$ cat src/hdl/assert_macros.svh
// -----------------------------------------------------------------------------
// Assertion macros
// Shared concurrent assertion forms, compiled out when ASSERT_OFF is set.
// -----------------------------------------------------------------------------
`ifndef ASSERT_MACROS_SVH
`define ASSERT_MACROS_SVH

`ifndef ASSERT_OFF

// prop must hold at every clock edge outside reset
`define ASSERT_HOLDS(lbl, clk, rst, prop) \
   lbl: assert property (@(posedge clk) disable iff (rst) (prop)) \
      else $error("assertion failed");

// expr must never be true outside reset
`define ASSERT_NEVER(lbl, clk, rst, expr) \
   lbl: assert property (@(posedge clk) disable iff (rst) !(expr)) \
      else $error("forbidden condition seen");

`else

`define ASSERT_HOLDS(lbl, clk, rst, prop)
`define ASSERT_NEVER(lbl, clk, rst, expr)

`endif

`endif

$ cat src/hdl/pist_pkg.sv
// -----------------------------------------------------------------------------
// pist_pkg
// Codes, widths and types shared by the held-input set table.
// -----------------------------------------------------------------------------
package pist_pkg;

   localparam int SLOT_COUNT_DEF = 64;
   localparam int ENTRY_W        = 9;   // kind bit above an 8-bit code

   typedef logic [6:0] count_type;
   typedef logic [1:0] req_type_type;
   typedef logic [2:0] status_type;

   localparam req_type_type REQ_PRESS       = 2'd0;
   localparam req_type_type REQ_RELEASE     = 2'd1;
   localparam req_type_type REQ_RELEASE_ALL = 2'd2;

   localparam status_type STAT_ADDED    = 3'd0;
   localparam status_type STAT_HELD     = 3'd1;
   localparam status_type STAT_REMOVED  = 3'd2;
   localparam status_type STAT_MISSING  = 3'd3;
   localparam status_type STAT_FULL     = 3'd4;
   localparam status_type STAT_RELEASED = 3'd5;
   localparam status_type STAT_EMPTY    = 3'd6;

endpackage

$ cat src/hdl/pressed_input_set_table.sv
// -----------------------------------------------------------------------------
// pressed_input_set_table
// Unordered set of held inputs (device kind and code) kept in one RAM.
// -----------------------------------------------------------------------------
// A word is taken when start is high and busy is low. Results come on the rsp_
// ports for one cycle each, marked by rsp_valid, and cannot be held off. Full
// on press and an empty release-all answer without leaving idle; an unused
// code gives no result. With n entries held, press and release scan the
// RAM one slot per cycle through its single read port: a press hit answers
// once its read returns, a release hit first moves the last entry over the
// hit slot, a miss after all n reads, or with no read on an empty table.
// Release-all streams n results on consecutive cycles.
// The RAM needs no clearing after reset; only data from slots below the count is used.
// -----------------------------------------------------------------------------
`include "assert_macros.svh"

module pressed_input_set_table #(
   parameter int SLOT_COUNT = pist_pkg::SLOT_COUNT_DEF
) (
   input  logic                     clock,
   input  logic                     reset,
   input  logic                     start,
   output logic                     busy,
   input  logic [1:0]               req_type,
   input  logic                     req_dev_kind,
   input  logic [7:0]               req_key_code,
   output logic                     rsp_valid,
   output logic [2:0]               rsp_status,
   output logic                     rsp_entry_kind,
   output logic [7:0]               rsp_entry_code,
   output logic [6:0]               rsp_held_count,
   output logic                     rsp_last
);

   localparam int IDX_W = (SLOT_COUNT > 1) ? $clog2(SLOT_COUNT) : 1;
   localparam int CNT_W = $clog2(SLOT_COUNT + 1);
   localparam int EW    = pist_pkg::ENTRY_W;

   localparam logic [2:0] S_IDLE    = 3'd0;
   localparam logic [2:0] S_SCAN    = 3'd1;
   localparam logic [2:0] S_MOVE_RD = 3'd2;
   localparam logic [2:0] S_MOVE_WR = 3'd3;
   localparam logic [2:0] S_DUMP    = 3'd4;

   logic [2:0]             state_ff, state_in;
   logic [CNT_W-1:0]       cnt_ff, cnt_in;
   logic [CNT_W-1:0]       scan_ff, scan_in;
   logic                   pend_ff, pend_in;
   logic [IDX_W-1:0]       pidx_ff, pidx_in;
   logic [IDX_W-1:0]       hit_ff, hit_in;
   logic [1:0]             op_ff, op_in;
   logic                   kind_ff, kind_in;
   logic [7:0]             code_ff, code_in;

   logic                   rsp_valid_ff, rsp_valid_in;
   logic [2:0]             rsp_status_ff, rsp_status_in;
   logic                   rsp_kind_ff, rsp_kind_in;
   logic [7:0]             rsp_code_ff, rsp_code_in;
   logic [6:0]             rsp_count_ff, rsp_count_in;
   logic                   rsp_last_ff, rsp_last_in;

   logic                   wr_en;
   logic [IDX_W-1:0]       wr_addr;
   logic [EW-1:0]          wr_data;
   logic [IDX_W-1:0]       rd_addr;
   logic [EW-1:0]          rd_data;

   logic                   issue;
   logic                   match;
   logic [CNT_W-1:0]       remain;

   pist_ram #(
      .WIDTH (EW),
      .DEPTH (SLOT_COUNT)
   ) u_slots (
      .clock   (clock),
      .wr_en   (wr_en),
      .wr_addr (wr_addr),
      .wr_data (wr_data),
      .rd_addr (rd_addr),
      .rd_data (rd_data)
   );

   assign issue  = (scan_ff < cnt_ff);
   assign match  = pend_ff && (rd_data == {kind_ff, code_ff});
   assign remain = cnt_ff - CNT_W'(pidx_ff) - CNT_W'(1);

   always_comb begin
      state_in      = state_ff;
      cnt_in        = cnt_ff;
      scan_in       = scan_ff;
      pend_in       = 1'b0;
      pidx_in       = pidx_ff;
      hit_in        = hit_ff;
      op_in         = op_ff;
      kind_in       = kind_ff;
      code_in       = code_ff;
      rsp_valid_in  = 1'b0;
      rsp_status_in = rsp_status_ff;
      rsp_kind_in   = rsp_kind_ff;
      rsp_code_in   = rsp_code_ff;
      rsp_count_in  = rsp_count_ff;
      rsp_last_in   = 1'b0;
      wr_en         = 1'b0;
      wr_addr       = cnt_ff[IDX_W-1:0];
      wr_data       = {kind_ff, code_ff};
      rd_addr       = scan_ff[IDX_W-1:0];

      case (state_ff)
         S_IDLE: begin
            if (start) begin
               op_in       = req_type;
               kind_in     = req_dev_kind;
               code_in     = req_key_code;
               scan_in     = '0;
               rsp_kind_in = req_dev_kind;
               rsp_code_in = req_key_code;
               case (req_type)
                  pist_pkg::REQ_PRESS: begin
                     if (cnt_ff >= CNT_W'(SLOT_COUNT)) begin
                        rsp_valid_in  = 1'b1;
                        rsp_last_in   = 1'b1;
                        rsp_status_in = pist_pkg::STAT_FULL;
                        rsp_count_in  = pist_pkg::count_type'(cnt_ff);
                     end else begin
                        state_in = S_SCAN;
                     end
                  end
                  pist_pkg::REQ_RELEASE: begin
                     state_in = S_SCAN;
                  end
                  pist_pkg::REQ_RELEASE_ALL: begin
                     if (cnt_ff == '0) begin
                        rsp_valid_in  = 1'b1;
                        rsp_last_in   = 1'b1;
                        rsp_status_in = pist_pkg::STAT_EMPTY;
                        rsp_count_in  = '0;
                     end else begin
                        state_in = S_DUMP;
                     end
                  end
                  default: begin
                  end
               endcase
            end
         end
         S_SCAN: begin
            if (issue) begin
               pend_in = 1'b1;
               pidx_in = scan_ff[IDX_W-1:0];
               scan_in = scan_ff + CNT_W'(1);
            end
            if (match) begin
               pend_in = 1'b0;
               if (op_ff == pist_pkg::REQ_PRESS) begin
                  rsp_valid_in  = 1'b1;
                  rsp_last_in   = 1'b1;
                  rsp_status_in = pist_pkg::STAT_HELD;
                  rsp_count_in  = pist_pkg::count_type'(cnt_ff);
                  state_in      = S_IDLE;
               end else begin
                  hit_in   = pidx_ff;
                  state_in = S_MOVE_RD;
               end
            end else if (!issue && !pend_ff) begin
               rsp_valid_in = 1'b1;
               rsp_last_in  = 1'b1;
               state_in     = S_IDLE;
               if (op_ff == pist_pkg::REQ_PRESS) begin
                  wr_en         = 1'b1;
                  cnt_in        = cnt_ff + CNT_W'(1);
                  rsp_status_in = pist_pkg::STAT_ADDED;
                  rsp_count_in  = pist_pkg::count_type'(cnt_ff + CNT_W'(1));
               end else begin
                  rsp_status_in = pist_pkg::STAT_MISSING;
                  rsp_count_in  = pist_pkg::count_type'(cnt_ff);
               end
            end
         end
         S_MOVE_RD: begin
            rd_addr  = IDX_W'(cnt_ff - CNT_W'(1));
            state_in = S_MOVE_WR;
         end
         S_MOVE_WR: begin
            wr_en         = 1'b1;
            wr_addr       = hit_ff;
            wr_data       = rd_data;
            cnt_in        = cnt_ff - CNT_W'(1);
            rsp_valid_in  = 1'b1;
            rsp_last_in   = 1'b1;
            rsp_status_in = pist_pkg::STAT_REMOVED;
            rsp_count_in  = pist_pkg::count_type'(cnt_ff - CNT_W'(1));
            state_in      = S_IDLE;
         end
         S_DUMP: begin
            if (issue) begin
               pend_in = 1'b1;
               pidx_in = scan_ff[IDX_W-1:0];
               scan_in = scan_ff + CNT_W'(1);
            end
            if (pend_ff) begin
               rsp_valid_in  = 1'b1;
               rsp_status_in = pist_pkg::STAT_RELEASED;
               rsp_kind_in   = rd_data[EW-1];
               rsp_code_in   = rd_data[EW-2:0];
               rsp_count_in  = pist_pkg::count_type'(remain);
               if (remain == '0) begin
                  rsp_last_in = 1'b1;
                  pend_in     = 1'b0;
                  cnt_in      = '0;
                  state_in    = S_IDLE;
               end
            end
         end
         default: begin
            state_in = S_IDLE;
         end
      endcase
   end

   always_ff @(posedge clock) begin
      if (reset) begin
         state_ff     <= S_IDLE;
         cnt_ff       <= '0;
         pend_ff      <= 1'b0;
         rsp_valid_ff <= 1'b0;
         rsp_last_ff  <= 1'b0;
      end else begin
         state_ff     <= state_in;
         cnt_ff       <= cnt_in;
         pend_ff      <= pend_in;
         rsp_valid_ff <= rsp_valid_in;
         rsp_last_ff  <= rsp_last_in;
      end
      scan_ff       <= scan_in;
      pidx_ff       <= pidx_in;
      hit_ff        <= hit_in;
      op_ff         <= op_in;
      kind_ff       <= kind_in;
      code_ff       <= code_in;
      rsp_status_ff <= rsp_status_in;
      rsp_kind_ff   <= rsp_kind_in;
      rsp_code_ff   <= rsp_code_in;
      rsp_count_ff  <= rsp_count_in;
   end

   assign busy           = (state_ff != S_IDLE);
   assign rsp_valid      = rsp_valid_ff;
   assign rsp_status     = rsp_status_ff;
   assign rsp_entry_kind = rsp_kind_ff;
   assign rsp_entry_code = rsp_code_ff;
   assign rsp_held_count = rsp_count_ff;
   assign rsp_last       = rsp_last_ff;

   `ASSERT_NEVER(a_cnt_range, clock, reset, cnt_ff > CNT_W'(SLOT_COUNT))
   `ASSERT_HOLDS(a_last_idle, clock, reset, (rsp_valid_ff && rsp_last_ff) |-> !busy)
   `ASSERT_HOLDS(a_dump_stream, clock, reset, (rsp_valid_ff && !rsp_last_ff) |=> rsp_valid_ff)
   `ASSERT_HOLDS(a_partial_dump, clock, reset, (rsp_valid_ff && !rsp_last_ff) |-> (state_ff == S_DUMP))

endmodule

$ cat src/hdl/pist_ram.sv
// -----------------------------------------------------------------------------
// pist_ram
// Generic simple dual-port RAM: one write port, one read port, registered read.
// -----------------------------------------------------------------------------
module pist_ram #(
   parameter int WIDTH = pist_pkg::ENTRY_W,
   parameter int DEPTH = pist_pkg::SLOT_COUNT_DEF,
   localparam int AW   = (DEPTH > 1) ? $clog2(DEPTH) : 1
) (
   input  logic             clock,
   input  logic             wr_en,
   input  logic [AW-1:0]    wr_addr,
   input  logic [WIDTH-1:0] wr_data,
   input  logic [AW-1:0]    rd_addr,
   output logic [WIDTH-1:0] rd_data
);

   logic [WIDTH-1:0] mem_ff [DEPTH];
   logic [WIDTH-1:0] rd_data_ff;

   always_ff @(posedge clock) begin
      if (wr_en) begin
         mem_ff[wr_addr] <= wr_data;
      end
      rd_data_ff <= mem_ff[rd_addr];
   end

   assign rd_data = rd_data_ff;

endmodule

$ cat config.mk
export PLATFORM = sky130hd
export DESIGN_NAME = pressed_input_set_table
export DESIGN_NICKNAME = d
export VERILOG_FILES = /design/src/hdl/pist_pkg.sv /design/src/hdl/pressed_input_set_table.sv /design/src/hdl/pist_ram.sv
export VERILOG_INCLUDE_DIRS = /design/src /design/src/hdl
export SDC_FILE = /design/constraint.sdc
export NUM_CORES = 1
export LEC_CHECK = 0
export CAP_MARGIN = 5
export CELL_PAD_IN_SITES_DETAIL_PLACEMENT = 1
export CELL_PAD_IN_SITES_GLOBAL_PLACEMENT = 1
export CORE_MARGIN = 5
export CORE_UTILIZATION = 45
export CTS_BUF_LIST = sky130_fd_sc_hd__clkbuf_8
export DETAILED_ROUTE_END_ITERATION = 8
export DONT_BUFFER_PORTS = 1
export PLACE_DENSITY = 0.75
export SYNTH_ARGS = -nofsm -noshare
export SYNTH_HDL_FRONTEND = slang
export SYNTH_SLANG_ARGS = --single-unit
export TNS_END_PERCENT = 100
$ cat constraint.sdc
create_clock -name clock -period 3.8 [get_ports clock]
set_clock_uncertainty 0.1 [all_clocks]
set_input_delay 0.38 -clock clock [delete_from_list [all_inputs] [get_ports clock]]
set_output_delay 0.38 -clock clock [all_outputs]
set_load 0.005 [all_outputs]
After elaboration in Yosys (flattened, before gate mapping)
Memory sizes are Yosys's and may differ from the RTL's. A register that Yosys moved wholly into a read port is not among the register bits.
Cells that the tools add are included.
Storage, ports and cells
  memories kept: 1
  logic and storage cells: 136
  bits in writable memories: 576
  register bits: 62
  output and inout port bits: 22
  bits of input ports: 14
Memory list
  u_slots.mem_ff: depth 64, bits a word 9, rd ports 1, clocked after memory_dff 1, wr ports 1, line pist_ram.sv:18  | logic [WIDTH-1:0] mem_ff [DEPTH];
Operators by class
  eq/ne operators: 21
  add/sub/neg operators: 5
  mux-type cells: 68
  reductions and logical operators: 23
  bitwise operators: 1
  order comparisons: 2
Operators by type and width (count)
  $mux W7: 13
  $mux W3: 14
  $pmux W7 S2: 2
  $pmux W7 S4: 1
  $pmux W3 S4: 2
  $pmux W7 S3: 1
  $mux W1: 19
  $ne A3 B3 Y1 const B: 6
  $mux W8: 2
  $pmux W8 S2: 1
  $add A7 B1 Y7 const B: 2
  $logic_not A7 Y1: 2
  $sub A7 B1 Y7 const B: 2
  $mux W6: 2
  $ne A2 B2 Y1 const B: 5
  $eq A9 B9 Y1: 1
  $mux W9: 1
  $pmux W3 S3: 1
  $reduce_and A3 Y1: 3
  $pmux W1 S2: 4
  $pmux W1 S4: 2
  $reduce_and A8 Y1: 1
  $ge A7 B7 Y1 const B: 1
  $lt A7 B7 Y1: 1
  other kinds (23): 31

Logic depth before layout (Yosys ltp)
Gate-level depths: netlist of the first run.
  word-level depth: 8
  mapped depth: 13
  depth with buffers taken out: 11

Modules after synthesis
From an unflattened synthesis of the first run, not the netlist that was laid out.
Unflattened totals
  cells, all modules: 1507
  area, all modules: 26520.4 µm²
Modules (own cells, without submodules)
  pist_ram: area each 22649.2 µm², cells an instance 1071, times used 1, sequential area each 17476.8 µm²
  pressed_input_set_table: area each 3871.2 µm², cells an instance 436, times used 1, sequential area each 1731.7 µm²

Worst setup path after synthesis of the first run
No wires, ideal clock.
  path kind: reg2reg
  from: register cnt_ff[1]
  to: register cnt_ff[0]
  stages on the path, launching flop included: 13
  setup time: 0.097 ns
  required time: 3.603 ns
  slack: 0.408 ns
  path buffers: 3
  arrival time: 3.195 ns
  clock period less this slack: 3.392 ns
  path through: dfxtp_1 -> clkbuf_1 -> inv_1 -> fa_1 -> nor2b_4 -> o21ai_2 -> a2111o_1 -> o311a_2 -> or4b_4 -> buf_6 -> and2_4 -> buf_6 -> o41ai_4
On the way
  word-level cells in the longest chain between the ends: 5
  elaborated cells between the ends (all ways): 9
  classes of those cells: add/sub: 2; order compare: 1; eq/ne: 2; reduce/logical: 4
Ends and longest elaborated chain
  start, declared: line pressed_input_set_table.sv:46  | logic [CNT_W-1:0] cnt_ff, cnt_in;
  start signal, assigned: line pressed_input_set_table.sv:230  | cnt_ff <= cnt_in;
  $sub A7 B6 Y7 / $lt A7 B7 Y1 (equally long branches): line pressed_input_set_table.sv:86, pressed_input_set_table.sv:84
  $sub A7 B1 Y7 / $logic_not A1 Y1 (equally long branches): line pressed_input_set_table.sv:86, pressed_input_set_table.sv:165
  $logic_not A7 Y1 / $logic_and A1 B1 Y1 (equally long branches): line pressed_input_set_table.sv:207, pressed_input_set_table.sv:165
  $ne A2 B2 Y1 (no line)
  $reduce_and A5 Y1 (no line) (*)
Mark *: on every way between the ends. The rest lies on a longest branch, timed or not.
A chain may end at the register's enable or synchronous reset.

Final worst setup path of the first run
  from: register cnt_ff[5]
  to: memory u_slots.mem_ff[1][6] in the netlist's numbering, enable pin
On the way
  word-level cells in the longest chain between the ends: 8
  elaborated cells between the ends (all ways): 9
  classes of those cells: order compare: 1; mux: 6; reduce/logical: 2
Ends and longest elaborated chain
  $lt A7 B7 Y1: line pressed_input_set_table.sv:84  | assign issue = (scan_ff < cnt_ff);
  $logic_not A1 Y1: line pressed_input_set_table.sv:165  | end else if (!issue && !pend_ff) begin
  $logic_and A1 B1 Y1: line pressed_input_set_table.sv:165
  $mux W1: line pressed_input_set_table.sv:165
  $mux W1: line pressed_input_set_table.sv:153  | if (match) begin
  $pmux W1 S2: line pressed_input_set_table.sv:109  | case (state_ff)
  $mux W1: line pist_ram.sv:22  | if (wr_en) begin
  $mux W1 (implied by the code): line pist_ram.sv:23  | mem_ff[wr_addr] <= wr_data;
  end, declared: line pist_ram.sv:18
Parallel ways exist; a longest one is shown, timed or not.

==> results of run 1 <==
## registers in the layout, indices dropped and copies added, names as in the netlist
name             flops
u_slots.mem_ff     576
u_slots.rd_data      9
code_ff              8
rsp_entry_code       8
cnt_ff               7
rsp_held_count       7
scan_ff              7
hit_ff               6
pidx_ff              6
rsp_status           3
state_ff             3
op_ff                2
kind_ff              1
pend_ff              1
rsp_entry_kind       1
rsp_last             1
rsp_valid            1
## worst max-delay path: cells and delay by family (launching register included)
kind | cells | cell delay, ps
buffers and inverters | 3 | 700
AOI/OAI and AO/OA | 2 | 650
adders and majority gates | 1 | 350
and+or+nand+nor | 3 | 1090
DFF | 1 | 490
## power by group through the flow
stage | Sequential (µW) | Combinational, µW | Clock [µW]
floorplan | 8200 | 1380 | 0
global placement | 8290 | 2130 | 0
detailed placement | 8290 | 2210 | 0
CTS | 8140 | 2240 | 6090
global route | 8140 | 2380 | 6450
finish | 8150 | 2260 | 5980
## kinds of logic (layout without fill, tap and decap cells)
family | after synthesis | in the layout | synth area share, %
AO/OA/AOI/OAI | 403 | 403 | 11.5
multiplexers | 235 | 235 | 8.30
buffers and inverters | 194 | 401 | 2.88
other | 0 | 1 | 0
flip-flops | 647 | 647 | 67.4
XOR/XNOR | 23 | 23 | 0.707
adder cells (fa/ha/maj) | 19 | 19 | 0.860
AND/OR/NAND/NOR | 534 | 534 | 8.35
## per-stage QoR
stage / power [µW] / setup WS [ps] / utilization, % / instances / hold WS, ps
floorplan: 9570 / 408 / - / 2055 / 326
global placement: 10400 / 265 / 48.2 / 2905 / 336
detailed placement: 10500 / 191 / 48.2 / 2905 / 346
CTS: 16500 / 211 / 51.7 / 3108 / 87.4
global route: 17000 / 72.6 / 51.7 / 3109 / 132
finish: 16400 / 138 / 51.7 / 3109 / 147
## metal layers
layer | up-vias | track usage [%] | part of all wire (%)
met5 | - | 0 | 0
met4 | 0 | 9.17 | 4.0
met3 | 188 | 4.60 | 6.6
met2 | 704 | 38.9 | 48
met1 | 9647 | 31.6 | 41
li1 | 8241 | - | -
## cell type report
class | instances | area [µm²]
fillers | 6196 | 30400
flip-flops and latches | 647 | 19200
multi-input cells | 1214 | 8560
repair buffers | 166 | 1500
clock buffers | 108 | 1490
well taps | 846 | 1060
clock inverters | 82 | 559
inverters | 45 | 169
diodes | 1 | 2.50
## synthesized netlist by cell type (7+ instances only)
library cell / count / area share (%)
a2111oi_0: 35 / 1.1
a211oi_1: 85 / 2.2
a21o_1: 7 / 0.18
a21oi_1: 22 / 0.39
a221oi_1: 13 / 0.40
a31o_2: 10 / 0.31
a31oi_1: 22 / 0.48
a32oi_1: 9 / 0.28
and2_0: 26 / 0.57
and2_1: 7 / 0.15
and3_1: 15 / 0.33
buf_1: 10 / 0.13
buf_2: 47 / 0.83
clkbuf_1: 85 / 1.1
dfxtp_1: 22 / 1.5
edfxtp_1: 625 / 66
ha_1: 18 / 0.79
inv_1: 44 / 0.58
mux2_2: 12 / 0.47
mux2i_1: 223 / 7.8
nand2_1: 269 / 3.5
nand3_1: 35 / 0.61
nand3b_1: 10 / 0.26
nand4_1: 9 / 0.20
nor2_1: 105 / 1.4
nor3_1: 27 / 0.47
o2111ai_1: 18 / 0.55
o211a_1: 66 / 2.3
o211ai_1: 28 / 0.74
o21ai_0: 16 / 0.28
o22a_1: 10 / 0.31
o32ai_1: 27 / 0.83
xnor2_1: 12 / 0.37
xor2_1: 11 / 0.34
## repair_timing
item                      CTS  global route
hold buffers               13             0
resized for setup           0             0
hold endpoints to repair   33             0
## final timing paths
check / from / slack, ps / to
worst max-delay path: cnt_ff[5] / 140 / u_slots.mem_ff[1][6]
worst min-delay path: start / 150 / code_ff[7]
worst max register to register: cnt_ff[5] / 140 / u_slots.mem_ff[1][6]
worst min register to register: pidx_ff[3] / 360 / hit_ff[3]
==> summary.txt, run 1 <==
Yosys
  – Library cells used by synthesis: 74
  – Synthesized area per cell: 13.9 µm²
  – Gate Count Post-Synth: 2055
  – Sequential-to-total area share from yosys stat: 67.4%
  – Post-synthesis register bit count: 647
  – Post-synth EDFFs: 625
  – Yosys warns: 0
  – Top_reg_cell synth: edfxtp_1
  – Mapped Nets: 2088
  – Synth Cell Area: 28500 µm²
  – Synth async-reset ratio: 0%

Clocking
  – CTS sink count: 647
  – CTS root buffer: clkbuf_8
  – CTS max path bufs: 3
  – Htree depth: 3
  – Setup Buffers After CTS: 0
  – CTS clk-pin slew, worst paths: 60 ps
  – Worst skew pair latency: 740 ps
  – TritonCTS clock tree: yes
  – Num CTS Buffers: 105

Timing
  – RSZ-0062 raised after global routing: false
  – Final slew viol count: 0
  – Setup_tns: 0 ps
  – Worst rel slew slack: 35.1%
  – Worst slew pin tran: 973 ps
  – FMAX: 273 MHz
  – Final min period: 3660 ps
  – Setup violations, final: 0
  – Final Hold Viols: 0
  – Fin crit share: 96.4%

Final layout
  – Share of cells above drive strength 1: 15.2%
  – Fin area: 32600 µm²
  – Nets: 2212
  – Layout Area Growth over Synthesis: 14.2%
  – Most frequent cells in the layout: 625 x edfxtp_1, 260 x nand2_1, 221 x mux2i_1, 135 x buf_4, 108 x clkbuf_8
  – Most common cell after layout, fill and taps aside: edfxtp_1

Floorplanning
  – Core area: 63000 µm²
  – Initial Utilization: 45.3%
  – I/O Pins: 36
  – Die area: 68500 µm²
  – Die width: 262 µm
  – Rows: 92
  – Die height: 262 µm

Worst setup path
  – Critical path required time: 4130 ps
  – Crit path max fanout: 7
  – Critical Path Start Type: flop
  – Most used cell, CP: buf_4
  – CP max stage cell: o41ai_1
  – Kind of critical path: flop to flop
  – Crit end category: flop
  – Worst EP arrival: 3990 ps
  – Worst Reg-to-Reg Cells: 9
  – Crit path largest cell delay: 510 ps
  – Crit path cell chain: inv_1 -> ha_1 -> and4_1 -> a211oi_1 -> o41ai_1 -> buf_4 -> nand2_1 -> nor2_1 -> buf_4

Drt
  – Routed vias: 18800
  – Residual DRC: 0
  – Final ANT Viol Nets: 0
  – 1st-pass router iterations: 5
  – Total routed wirelength: 82700 µm
  – Vias per inst: 6.04
  – DR iter-0 viols: 1752
  – Routed len/inst: 26.6 µm

Global routing
  – Gr usage total: 23.7%
  – Gr ovfl total: 0
  – Largest net degree at the start of global routing: 104
  – Global-route wire length before repair: 123000 µm
  – Initial antenna violation count: 1
  – Number of global-route vias before repair: 19600

Power and ir drop
  – Int Power: 11900 µW
  – Flop pwr share: 49.7%
  – Sw Share: 27.6%
  – LEAKAGE: 0.0121 µW
  – Pwr/cell area: 503 nW/µm²
  – P_sw: 4530 µW
  – VDD IR-drop max: 292 µV
  – Combinational share of power: 13.8%
  – Clock power frac: 36.5%

Hold path
  – Type of the worst min-delay path: primary input to flop
  – Worst hold path depth: 2

Run
  – Max cap viols: 0

Outcome
  – Outcome: finished clean

Placed design
  – Port bufs: 0
  – Gp weighted congestion: 0.903
  – Post-DP Area: 30400 µm²
  – Hpwl dp: 51500 µm
Power figures use the tool's default switching activity.
==> run 2: changes to the inputs <==
Settings changed: SETUP_SLACK_MARGIN from default to 0.5.
==> run 2 against run 1 <==
Setup slack improved by 400 ps. Sequential cell count is the same. Non-clock buffer count increased by 7. Wire length is 0.19% lower. Combinational power up 2%. Clock power shrank 7.5%. Sequential share of layout area is 0.079 points lower. Die area is the same. Fmax grew 12%. Cell count is essentially flat. Via count up 0.84%.
==> summary.txt, run 2 (synthesis gave the netlist of run 1 again) <==
Outcome
  – Outcome: finished clean

Global routing
  – Number of global-route vias before repair: 19800
  – Initial antenna violation count: 2
  – Gr ovfl total: 0
  – Global-route wire length before repair: 123000 µm
  – Gr usage total: 23.6%
  – Largest net degree at the start of global routing: 109

Final layout
  – Nets: 2218
  – Share of cells above drive strength 1: 16.1%
  – Number of flip-flops in the largest register: 576
  – Register with the most flip-flops: u_slots.mem_ff
  – Fin area: 32600 µm²
  – Most common cell after layout, fill and taps aside: edfxtp_1
  – Most frequent cells in the layout: 625 x edfxtp_1, 252 x nand2_1, 221 x mux2i_1, 137 x buf_4, 115 x clkbuf_8
  – Fillers: 6259
  – Layout Area Growth over Synthesis: 14.3%
  – Final core utilization: 51.8%

Timing
  – RSZ-0062 raised after global routing: true
  – Worst slew pin tran: 838 ps
  – Final slew viol count: 0
  – FMAX: 306 MHz
  – Fin crit share: 85.9%
  – Final min period: 3270 ps
  – Worst rel slew slack: 44.1%
  – Setup violations, final: 0
  – Setup_tns: 0 ps
  – Final Hold Viols: 0

Worst setup path
  – CP max stage cell: a2111oi_0
  – Worst EP arrival: 3780 ps
  – Crit end category: flop
  – Crit path max fanout: 69
  – Worst path top cell family by delay: compound AO/OA/AOI/OAI gates
  – Buf/Inv on CP: 4
  – Kind of critical path: flop to flop
  – Crit path cell chain: inv_1 -> ha_1 -> inv_1 -> mux2i_4 -> buf_12 -> buf_12 -> a211oi_1 -> a2111oi_0 -> nor3_1 -> o22a_1 -> o211ai_1
  – Crit path largest cell delay: 560 ps
  – Critical path required time: 4320 ps
  – Critical Path Start Type: flop

Clocking
  – CTS sink count: 647
  – Htree depth: 3
  – CTS root buffer: clkbuf_8
  – Worst skew pair latency: 700 ps
  – CTS max path bufs: 3
  – CTS clk-pin slew, worst paths: 60 ps
  – Num CTS Buffers: 104
  – TritonCTS clock tree: yes

Drt
  – Residual DRC: 0
  – Routed len/inst: 26.6 µm
  – DR iter-0 viols: 1688
  – Final ANT Viol Nets: 0
  – Vias per inst: 6.10
  – 1st-pass router iterations: 5
  – Total routed wirelength: 82600 µm
  – Routed vias: 18900

Floorplanning
  – Core area: 63000 µm²
  – Die height: 262 µm
  – Die area: 68500 µm²
  – Initial Utilization: 45.3%
  – I/O Pins: 36
  – Rows: 92
  – Die width: 262 µm

Power and ir drop
  – LEAKAGE: 0.0121 µW
  – VDD IR-drop max: 263 µV
  – Pwr/cell area: 490 nW/µm²

Placed design
  – Port bufs: 0
  – Post-DP Area: 30400 µm²
  – Hpwl dp: 51000 µm
  – Gp weighted congestion: 0.875

Hold path
  – Type of the worst min-delay path: primary input to flop

Run
  – Max cap viols: 0
## run 2: cell types whose count changed in the layout (fill, tap and decap cells not counted), sizes merged
cell / change
buf: +6
inv: -3
clkinv: -8
clkinvlp: -1
clkbuf: +8
bufinv: -5
diode: +1
## run 2: worst reg2reg max path, cell delays in order, from the launching register on
cell,delay (ps)
dfxtp_2,420
inv_1,140
ha_1,360
inv_1,130
mux2i_4,190
buf_12,280
buf_12,360
a211oi_1,110
a2111oi_0,560
nor3_1,160
o22a_1,260
o211ai_1,110
## run 2: metrics by stage
stage / total power (µW) / hold slack (ps) / cells / setup WS, ps
after floorplan: 9570 / 326 / 2055 / 537
after global placement: 10400 / 342 / 2905 / 471
after detailed placement: 10500 / 351 / 2905 / 400
after CTS: 16000 / 129 / 3102 / 488
after global routing: 16600 / 173 / 3107 / 437
final: 16000 / 183 / 3107 / 535
## run 2: per-layer routing
metal,wire (µm),vias to the layer above,GRT usage (%)
met5,0,-,0.0712
met4,2970,0,9.61
met3,5810,171,4.53
met2,40700,791,39.2
met1,33100,9738,30.8
li1,-,8238,-
## run 2: path summary, 6_finish.rpt
kind / startpoint / cells past startpoint / to / slack, ps
setup / recovery: cnt_ff[0] / 11 / u_slots.rd_data[1] / 530
hold / removal: req_type[1] / 5 / state_ff[2] / 180
hold reg to reg: pidx_ff[4] / 0 / hit_ff[4] / 370
setup reg to reg: cnt_ff[0] / 11 / u_slots.rd_data[1] / 530
## run 2: timing repair
action | CTS | global route
cloned | 0 | 1
pin swaps | 1 | 1
setup buffers | 4 | 2
setup endpoints to repair | 79 | 201
endpoints found under the hold margin | 33 | 0
hold buffers | 13 | 0
resized for setup | 10 | 26
## run 2: area by class of cell
| type | instances | area (µm²) | share of cell area (%) |
|---|---|---|---|
| Antenna cell | 2 | 5.00 | 0.0154 |
| Sequential cell | 647 | 19200 | 58.9 |
| Multi-Input combinational cell | 1214 | 8670 | 26.6 |
| Clock inverter | 65 | 290 | 0.891 |
| Clock buffer | 115 | 1580 | 4.86 |
| Tap cell | 846 | 1060 | 3.25 |
| Timing Repair Buffer | 173 | 1610 | 4.93 |
| Inverter | 45 | 169 | 0.518 |
## run 2: where the power goes
group          internal, µW  switching [µW]  total, µW  leakage, µW
logic                   804            1500       2300      0.00519
registers              7990             148       8130      0.00582
clock network          2810            2720       5530      0.00109
total                 11600            4360      16000       0.0121
